$ cat src/gaps_pkg.sv
// Grid path search package: command, status, direction, config codes, payload and control types.
`timescale 1ns / 1ps
`default_nettype none
package gaps_pkg;

  localparam int SEQ_W = 13;

  localparam logic [1:0] CMD_WRITE  = 2'd0;
  localparam logic [1:0] CMD_SEARCH = 2'd1;
  localparam logic [1:0] CMD_READ   = 2'd2;

  localparam logic [1:0] STS_OK     = 2'd0;
  localparam logic [1:0] STS_NOPATH = 2'd1;
  localparam logic [1:0] STS_RANGE  = 2'd2;

  localparam logic [1:0] DIR_UP    = 2'd0;
  localparam logic [1:0] DIR_DOWN  = 2'd1;
  localparam logic [1:0] DIR_LEFT  = 2'd2;
  localparam logic [1:0] DIR_RIGHT = 2'd3;

  localparam logic CFG_ROWS = 1'b0;
  localparam logic CFG_COLS = 1'b1;

  typedef struct packed {
    logic [1:0] command;
    logic [4:0] cell_row;
    logic [4:0] cell_col;
    logic       blocked;
    logic [4:0] goal_row;
    logic [4:0] goal_col;
    logic [9:0] step_index;
  } gaps_in_t;

  typedef struct packed {
    logic [1:0] status;
    logic [9:0] path_cost;
    logic [4:0] path_row;
    logic [4:0] path_col;
  } gaps_out_t;

  typedef struct packed {
    logic clear;
    logic push;
    logic pop;
  } heap_req_t;

  typedef struct packed {
    logic busy;
    logic empty;
    logic full;
  } heap_sts_t;

endpackage
`default_nettype wire

$ cat src/gaps_heap.sv
// Binary min-heap over one synchronous memory, sift-up and sift-down sequencer.
`timescale 1ns / 1ps
`default_nettype none
module gaps_heap
  import gaps_pkg::*;
#(
  parameter int DEPTH  = 16,
  parameter int KEY_W  = 8,
  parameter int DATA_W = 8
) (
  input  wire                     clk,
  input  wire                     rst_n,
  input  heap_req_t               req,
  input  wire [KEY_W+DATA_W-1:0]  push_entry,
  output heap_sts_t               sts,
  output logic [KEY_W+DATA_W-1:0] top_entry
);

  localparam int EW   = KEY_W + DATA_W;
  localparam int IW   = $clog2(DEPTH);
  localparam int CNTW = IW + 1;
  localparam int LW   = IW + 2;

  typedef enum logic [7:0] {
    H_IDLE    = 8'b00000001,
    H_PU_RD   = 8'b00000010,
    H_PU_CMP  = 8'b00000100,
    H_PO_TOP  = 8'b00001000,
    H_PO_LAST = 8'b00010000,
    H_PO_RL   = 8'b00100000,
    H_PO_RR   = 8'b01000000,
    H_PO_CMP  = 8'b10000000
  } heap_state_t;

  heap_state_t state_r, state_nxt;

  logic [EW-1:0]   heap_mem [DEPTH];
  logic [EW-1:0]   rdata_r;
  logic [IW-1:0]   rd_addr;
  logic            wr_en;
  logic [IW-1:0]   wr_addr;
  logic [EW-1:0]   wr_data;

  logic [CNTW-1:0] count_r;
  logic [IW-1:0]   idx_r;
  logic [EW-1:0]   ent_r;
  logic [EW-1:0]   lv_r;
  logic [EW-1:0]   top_r;

  logic [LW-1:0]   l_idx;
  logic [LW-1:0]   r_idx;
  logic [IW-1:0]   par_idx;
  logic            use_r;
  logic [EW-1:0]   mv;
  logic            mv_before;

  always_ff @(posedge clk) begin
    if (wr_en) begin
      heap_mem[wr_addr] <= wr_data;
    end
    rdata_r <= heap_mem[rd_addr];
  end

  always_comb begin
    l_idx     = {1'b0, idx_r, 1'b1};
    r_idx     = l_idx + LW'(1);
    par_idx   = IW'((idx_r - IW'(1)) >> 1);
    use_r     = (r_idx < LW'(count_r)) && (rdata_r[EW-1 -: KEY_W] < lv_r[EW-1 -: KEY_W]);
    mv        = use_r ? rdata_r : lv_r;
    mv_before = mv[EW-1 -: KEY_W] < ent_r[EW-1 -: KEY_W];
  end

  always_comb begin
    state_nxt = state_r;
    rd_addr   = '0;
    wr_en     = 1'b0;
    wr_addr   = idx_r;
    wr_data   = ent_r;
    case (state_r)
      H_IDLE: begin
        if (req.pop) begin
          state_nxt = H_PO_TOP;
        end else if (req.push) begin
          state_nxt = H_PU_RD;
        end
      end
      H_PU_RD: begin
        if (idx_r == '0) begin
          wr_en     = 1'b1;
          state_nxt = H_IDLE;
        end else begin
          rd_addr   = par_idx;
          state_nxt = H_PU_CMP;
        end
      end
      H_PU_CMP: begin
        wr_en = 1'b1;
        if (ent_r[EW-1 -: KEY_W] < rdata_r[EW-1 -: KEY_W]) begin
          wr_data   = rdata_r;
          state_nxt = H_PU_RD;
        end else begin
          state_nxt = H_IDLE;
        end
      end
      H_PO_TOP: begin
        if (count_r == '0) begin
          state_nxt = H_IDLE;
        end else begin
          rd_addr   = IW'(count_r);
          state_nxt = H_PO_LAST;
        end
      end
      H_PO_LAST: begin
        state_nxt = H_PO_RL;
      end
      H_PO_RL: begin
        if (l_idx >= LW'(count_r)) begin
          wr_en     = 1'b1;
          state_nxt = H_IDLE;
        end else begin
          rd_addr   = IW'(l_idx);
          state_nxt = H_PO_RR;
        end
      end
      H_PO_RR: begin
        rd_addr   = IW'(r_idx);
        state_nxt = H_PO_CMP;
      end
      H_PO_CMP: begin
        wr_en = 1'b1;
        if (mv_before) begin
          wr_data   = mv;
          state_nxt = H_PO_RL;
        end else begin
          state_nxt = H_IDLE;
        end
      end
      default: begin
        state_nxt = H_IDLE;
      end
    endcase
  end

  always_ff @(posedge clk) begin
    if (!rst_n) begin
      state_r <= H_IDLE;
      count_r <= '0;
    end else begin
      state_r <= state_nxt;
      case (state_r)
        H_IDLE: begin
          if (req.pop) begin
            count_r <= count_r - CNTW'(1);
          end else if (req.push) begin
            ent_r   <= push_entry;
            idx_r   <= IW'(count_r);
            count_r <= count_r + CNTW'(1);
          end else if (req.clear) begin
            count_r <= '0;
          end
        end
        H_PU_CMP: begin
          if (ent_r[EW-1 -: KEY_W] < rdata_r[EW-1 -: KEY_W]) begin
            idx_r <= par_idx;
          end
        end
        H_PO_TOP: begin
          top_r <= rdata_r;
          idx_r <= '0;
        end
        H_PO_LAST: begin
          ent_r <= rdata_r;
        end
        H_PO_RR: begin
          lv_r <= rdata_r;
        end
        H_PO_CMP: begin
          if (mv_before) begin
            idx_r <= use_r ? IW'(r_idx) : IW'(l_idx);
          end
        end
        default: begin
        end
      endcase
    end
  end

  assign sts.busy  = (state_r != H_IDLE);
  assign sts.empty = (count_r == '0);
  assign sts.full  = (count_r == CNTW'(DEPTH));
  assign top_entry = top_r;

endmodule
`default_nettype wire
$ cat config.mk
export PLATFORM = sky130hd
export DESIGN_NAME = gaps_heap
export DESIGN_NICKNAME = d
export VERILOG_FILES = /design/src/gaps_pkg.sv /design/src/gaps_heap.sv
export SDC_FILE = /design/constraint.sdc
export NUM_CORES = 1
export LEC_CHECK = 0
export ABC_CLOCK_PERIOD_IN_PS = 4900
export CAP_MARGIN = 20
export CORE_UTILIZATION = 57
export CTS_CLUSTER_SIZE = 24
export DETAILED_ROUTE_END_ITERATION = 7
export DONT_BUFFER_PORTS = 1
export GPL_TIMING_DRIVEN = 0
export PLACE_DENSITY_LB_ADDON = 0.15
export SLEW_MARGIN = 20
export SYNTH_ARGS = -nofsm -noshare
export SYNTH_HDL_FRONTEND = slang
export SYNTH_SLANG_ARGS = --single-unit
$ cat constraint.sdc
create_clock -name clk -period 4.9 [get_ports clk]
set_input_delay 1.225 -clock clk [delete_from_list [all_inputs] [get_ports clk]]
set_output_delay 1.225 -clock clk [all_outputs]
set_load 0.005 [all_outputs]
# ---- Yosys cells after proc, flatten, opt, wreduce, memory -nomap -nowiden
# Memories as Yosys holds them, arrays and structs flattened. A register that Yosys moved wholly into a read port is not among the register bits.
# Cells that the tools add are included.
dict set report totals {
  ff_bits 65
  ramBits 256
  out_inout_bits 19
  word_cells 76
  mem_count 1
}
dict set report op_classes {
  addsub 4
  order_cmp 5
  n_eq_ne 15
  n_mux 33
  n_reduce_logical 12
}
# name depth width rd rd_ports_with_merged_regs wr line
set mem_list {}
lappend mem_list {heap_mem 16 16 1 1 1 gaps_heap.sv:37} ;# logic [EW-1:0] heap_mem [DEPTH];
# operator n
set op_table {}
lappend op_table {{$mux W16} 5}
lappend op_table {{$pmux W16 S2} 2}
lappend op_table {{$pmux W8 S8} 1}
lappend op_table {{$pmux W4 S4} 2}
lappend op_table {{$mux W4} 7}
lappend op_table {{$lt A8 B8 Y1} 3}
lappend op_table {{$mux W5} 4}
lappend op_table {{$mux W8} 2}
lappend op_table {{$eq A8 B1 Y1 const B} 1}
lappend op_table {{$eq A8 B2 Y1 const B} 1}
lappend op_table {{$eq A8 B3 Y1 const B} 1}
lappend op_table {{$eq A8 B4 Y1 const B} 1}
lappend op_table {{$eq A8 B5 Y1 const B} 1}
lappend op_table {{$eq A8 B6 Y1 const B} 1}
lappend op_table {{$eq A8 B7 Y1 const B} 1}
lappend op_table {{$eq A8 B8 Y1 const B} 1}
lappend op_table {{$ne A2 B2 Y1 const B} 4}
lappend op_table {{$ne A8 B1 Y1 const B} 1}
lappend op_table {{$mux W7} 1}
lappend op_table {{$add A5 B1 Y6 const B} 1}
lappend op_table {{$lt A6 B5 Y1} 1}
lappend op_table {{$mux W3} 2}
lappend op_table {{$mux W6} 1}
lappend op_table {{$reduce_and A2 Y1} 3}
lappend op_table {{other kinds (18)} 21}

# ---- Longest topological paths before layout
dict set report depth {
  ltp_word 7
  depth_mapped 23
  mapped_depth_nobuf 18
}

# ---- Least setup slack after synthesis
# No wires, ideal clock.
dict set report synth_path {
  path_kind {register -> register}
  from {register idx_r[2]}
  to {memory heap_mem[0][0] (netlist bit) (data pin)}
  arrival_time_ps 4669
  required_ps 4548
  slack_ps -122
  path_stages_with_launch 24
  path_buffers 5
  period_less_slack_ps 5022
  cell_sequence {edfxtp_1 clkbuf_1 clkbuf_1 nand3_1 xnor2_1 ha_1 a211oi_1 o221ai_1 a21oi_1 and2_1 clkbuf_1 clkbuf_1 nand2_1 o21ai_0 ha_1 a21o_1 a21o_1 a221oi_1 nand2_1 a31oi_2 o21bai_1 buf_2 nand2_1 nand3_1}
}
dict set report synth_via {
  elab_chain_cells 7
}
# element line
set synth_lines {}
lappend synth_lines {{from (decl)} gaps_heap.sv:45} ;# logic [IW-1:0] idx_r;
lappend synth_lines {{from (signal assigned)} gaps_heap.sv:156} ;# idx_r <= IW'(count_r);
lappend synth_lines {{from (signal assigned)} gaps_heap.sv:164} ;# idx_r <= par_idx;
lappend synth_lines {{from (signal assigned)} gaps_heap.sv:179} ;# idx_r <= use_r ? IW'(r_idx) : IW'(l_idx);
lappend synth_lines {{$add A5 B1 Y6 (*)} gaps_heap.sv:66} ;# r_idx = l_idx + LW'(1);
lappend synth_lines {{$lt A6 B5 Y1 (*)} gaps_heap.sv:68} ;# use_r = (r_idx < LW'(count_r)) && (rdata_r[EW-1 -: KEY_W] < lv_r[EW-1 -: KEY_W]);
lappend synth_lines {{$logic_and A1 B1 Y1 (*)} gaps_heap.sv:68}
lappend synth_lines {{$mux W16 (*)} gaps_heap.sv:69} ;# mv = use_r ? rdata_r : lv_r;
lappend synth_lines {{$lt A8 B8 Y1} gaps_heap.sv:70} ;# mv_before = mv[EW-1 -: KEY_W] < ent_r[EW-1 -: KEY_W];
lappend synth_lines {{$mux W16 (*)} gaps_heap.sv:131} ;# if (mv_before) begin
lappend synth_lines {{$pmux W16 S2 (*)} gaps_heap.sv:79} ;# case (state_r)
lappend synth_lines {{net wr_data[0]} gaps_heap.sv:42} ;# logic [EW-1:0] wr_data;
lappend synth_lines {{to (decl)} gaps_heap.sv:37}
# Mark *: on every way through the listed nets, which the timed path passes. The rest lies on a longest branch.

# ---- Worst setup path after layout
dict set report layout_path {
  from {register idx_r[2]}
  to {memory heap_mem[2][8] (netlist bit) (data pin)}
}
# Same word-level chain as after synthesis.

==> run metrics <==
Sink Count=around 340; clock power share=41.7%; Critical Path End Type=flop; Final setup viols=0; 1st-iter DRT viols=~770; Rows=between 50 and 60; layout cells sized above 1=around 20%; Yosys top cell by area=edfxtp_1; net switching power figure=around 1.4 mW; Vias/cell=~6.1; # IOs=40; GRT Total Usage=between 20% and 30%; gr ovfl total=0; critical path peak fanout=12; area grow syn2layout=14.1%; Seq/Total Area, Yosys=between 60 and 70%; clock root cell=clkbuf_16; CTS Buf Count=36; GPL Wtd Cong=0.919; fin crit share=97.0%; Longest Clk Path Bufs=3; # hold bufs at CTS=0; Mapped Area=roughly 15,000 um2; drt pass-1 iters=5; Net Sw Frac=a little over a fifth; Port Buffers=0; Flop pwr share=about half; setup TNS=0 ns; Die X=162 um; Die Area=between 20,000 and 30,000 um2; HPWL after detailed placement=~23,000 um; Post-synth EDFFs=~310; top cell type's share of synthesized area=around 63%; Post-synth ARST share=0%; fmax=around 0.21 GHz; HP Class=reg2reg; Max VDD drop=around 380 uV; final net count=about 1,100; Overall Power=around 6.3 mW; placeable core area=25,200 um2; Finished Layout Cells=1,432; Worst path max stage delay=about 0.4 ns; Slowest cell on crit path=edfxtp_1; total wire length=about 32,000 um; Setup CP Type=reg2reg; Yosys cell types=62; Final ANT Viol Nets=0; critical path required time=roughly 5 ns; Slew headroom=~35%; top cells by area, synth=edfxtp_1 (63%), mux2i_1 (4.8%), mux2_2 (4.5%); Reg clk slew, reported paths=0.06 ns; crit-path cells=buf_4 -> nand3_1 -> xnor2_1 -> ha_1 -> a211oi_1 -> o221ai_1 -> a21oi_2 -> and2_4 -> buf_2 -> nand2_1 -> o21ai_1 -> ha_1 -> a21o_1 -> a21o_1 -> a221oi_4 -> nand2_1 -> a31oi_4 -> buf_4 -> nor3_1 -> a31oi_1 -> o21ai_1 -> buf_4; power per cell area=approximately 380 nW/um2; Post-Syn Area per Cell=around 14 um2; Antenna diodes=0; Final Max Tran Viols=0; leak pwr=approximately 6 nW; Worst Path Arrival=approximately 5.0 ns; Die Y=~160 um; final hold violation count=0; skew final=around 0.021 ns; initial antenna violation count=0; crit path time final=around 4.8 ns; design internal power=4.94 mW; CP most frequent cell=buf_4; CTS HTree Levels=2; status=finished clean; Cells after DPL=1,364; Clk Latency, worst-skew pair=just over 0.5 ns; combinational share of power=between 7 and 8%; drt wl/cell=~23 um; first-pass GRT wire length=~50,000 um; DR DRC count=0; synthesis warning total=0; CTS tree=done; crit path launch type=flop; Initial Utilization=58.2%; vias in the first global route=roughly 8,600; Worst-Margin Slew=0.981 ns; largest net degree at the start of global routing=17; total of max-cap violations=0; syn_nets=about 1,100; dominant synthesized flop cell=edfxtp_1; Vias=between 8,000 and 9,000; Post-Syn Instances=a little over 1,000; #FFs+latches synth=337
timing repair:
item / in CTS / in global routing
pin swaps: 0 / 1
resized for setup: 26 / 15
buffers inserted: 4 / 5
endpoints found under the setup margin: 261 / 256
cloned: 0 / 1
sequential cells by signal, summed over array words and instances, names as in the netlist:
signal	cells
ent_r	16
state_r	8
count_r	5
lv_r	16
top_entry	16
rdata_r	16
idx_r	4
heap_mem	256
cell type report:
cell class,instances,area (um2)
flip-flops and latches,337,9830
fillers,1732,8450
multi-input cells,592,4630
clock buffers,48,998
well taps,330,413
plain buffers,48,304
repair buffers,28,259
clock inverters,12,151
inverters,37,139
critical path: cells and delay by family, from the launching register on:
family,cells,cell delay (ns)
AOI/OAI and AO/OA,10,1.98
and+or+nand+nor,5,0.62
xor gates and xnor gates,1,0.15
adders and majority gates,2,0.48
DFF,1,0.40
buffers and inverters,4,0.86
synth_stat cells (3+ instances only):
cell and number:
mux2_1 21, xor2_1 4, nand2_1 109, or3_1 3, nand2b_1 12, buf_2 11
nand3_1 25, a21o_1 7, a31oi_1 4, o22ai_1 4, buf_4 4, ha_1 35
nor2_2 4, nor2_1 35, nand4b_1 4, a221oi_1 4, buf_1 10, dfxtp_1 29
o211ai_1 62, and3_1 4, nor3_1 13, a21oi_1 18, mux2_2 58, o21ai_0 17
mux2i_1 70, nand4_1 17, inv_1 36, and2_1 5, clkbuf_1 13, xnor2_1 3
a221o_1 3, a211oi_1 4, buf_6 12, nor2b_1 4, a22oi_1 13, edfxtp_1 308
path summary, 6_finish.rpt:
check / slack [ns] / depth (start not counted) / from / endpoint
min: 0.49 / 0 / rdata_r[5] / lv_r[5]
max: 0.15 / 22 / idx_r[2] / heap_mem[2][8]
max reg2reg: 0.15 / 22 / idx_r[2] / heap_mem[2][8]
min reg2reg: 0.49 / 0 / rdata_r[5] / lv_r[5]
cell usage in the layout (no fill, tap or decap), types with 21 or more instances in the layout:
master,n
edfxtp_1,308
nand2_1,101
mux2i_1,70
o211ai_1,62
mux2_2,58
clkbuf_16,38
inv_1,35
ha_1,35
dfxtp_1,29
buf_4,23
nor2_1,21
mux2_1,21
cell families (layout without fill, tap and decap cells):
kind of cell | Yosys count | count (layout) | synth area share (%)
fa+ha+maj | 35 | 35 | 2.99
compound gates | 151 | 151 | 7.34
buf+inv | 87 | 173 | 3.04
mux | 149 | 149 | 10.8
simple gates | 249 | 250 | 8.36
flops | 337 | 337 | 67.0
xor+xnor | 7 | 7 | 0.418
power groups by stage:
stage / Sequential [mW] / Clock, mW / Combinational, mW
after floorplan: 3.25 / 0 / 0.330
after global placement: 3.26 / 0 / 0.428
after detailed placement: 3.26 / 0 / 0.439
after CTS: 3.20 / 2.66 / 0.451
after global routing: 3.20 / 2.78 / 0.531
final: 3.20 / 2.63 / 0.481
stage by stage:
stage | area (um2) | hold slack [ns] | worst slack (ns) | utilization, %
floorplan | 14700 | 0.443 | 0.00774 | -
global placement | 15100 | 0.470 | -1.49 | 59.9
detailed placement | 15300 | 0.472 | -1.54 | 60.9
CTS | 16600 | 0.487 | 0.00999 | 66.0
global route | 16700 | 0.516 | -0.0583 | 66.4
finish | 16700 | 0.487 | 0.148 | 66.4
metal layers:
metal  track usage, %  up-vias  wire (um)
li1                 -     4018          -
met3             3.51       54       2040
met2             40.1      313      15100
met4             7.55        0        663
met5                0        -          0
met1             36.0     4289      14400
(Power assumes the default switching activity.)
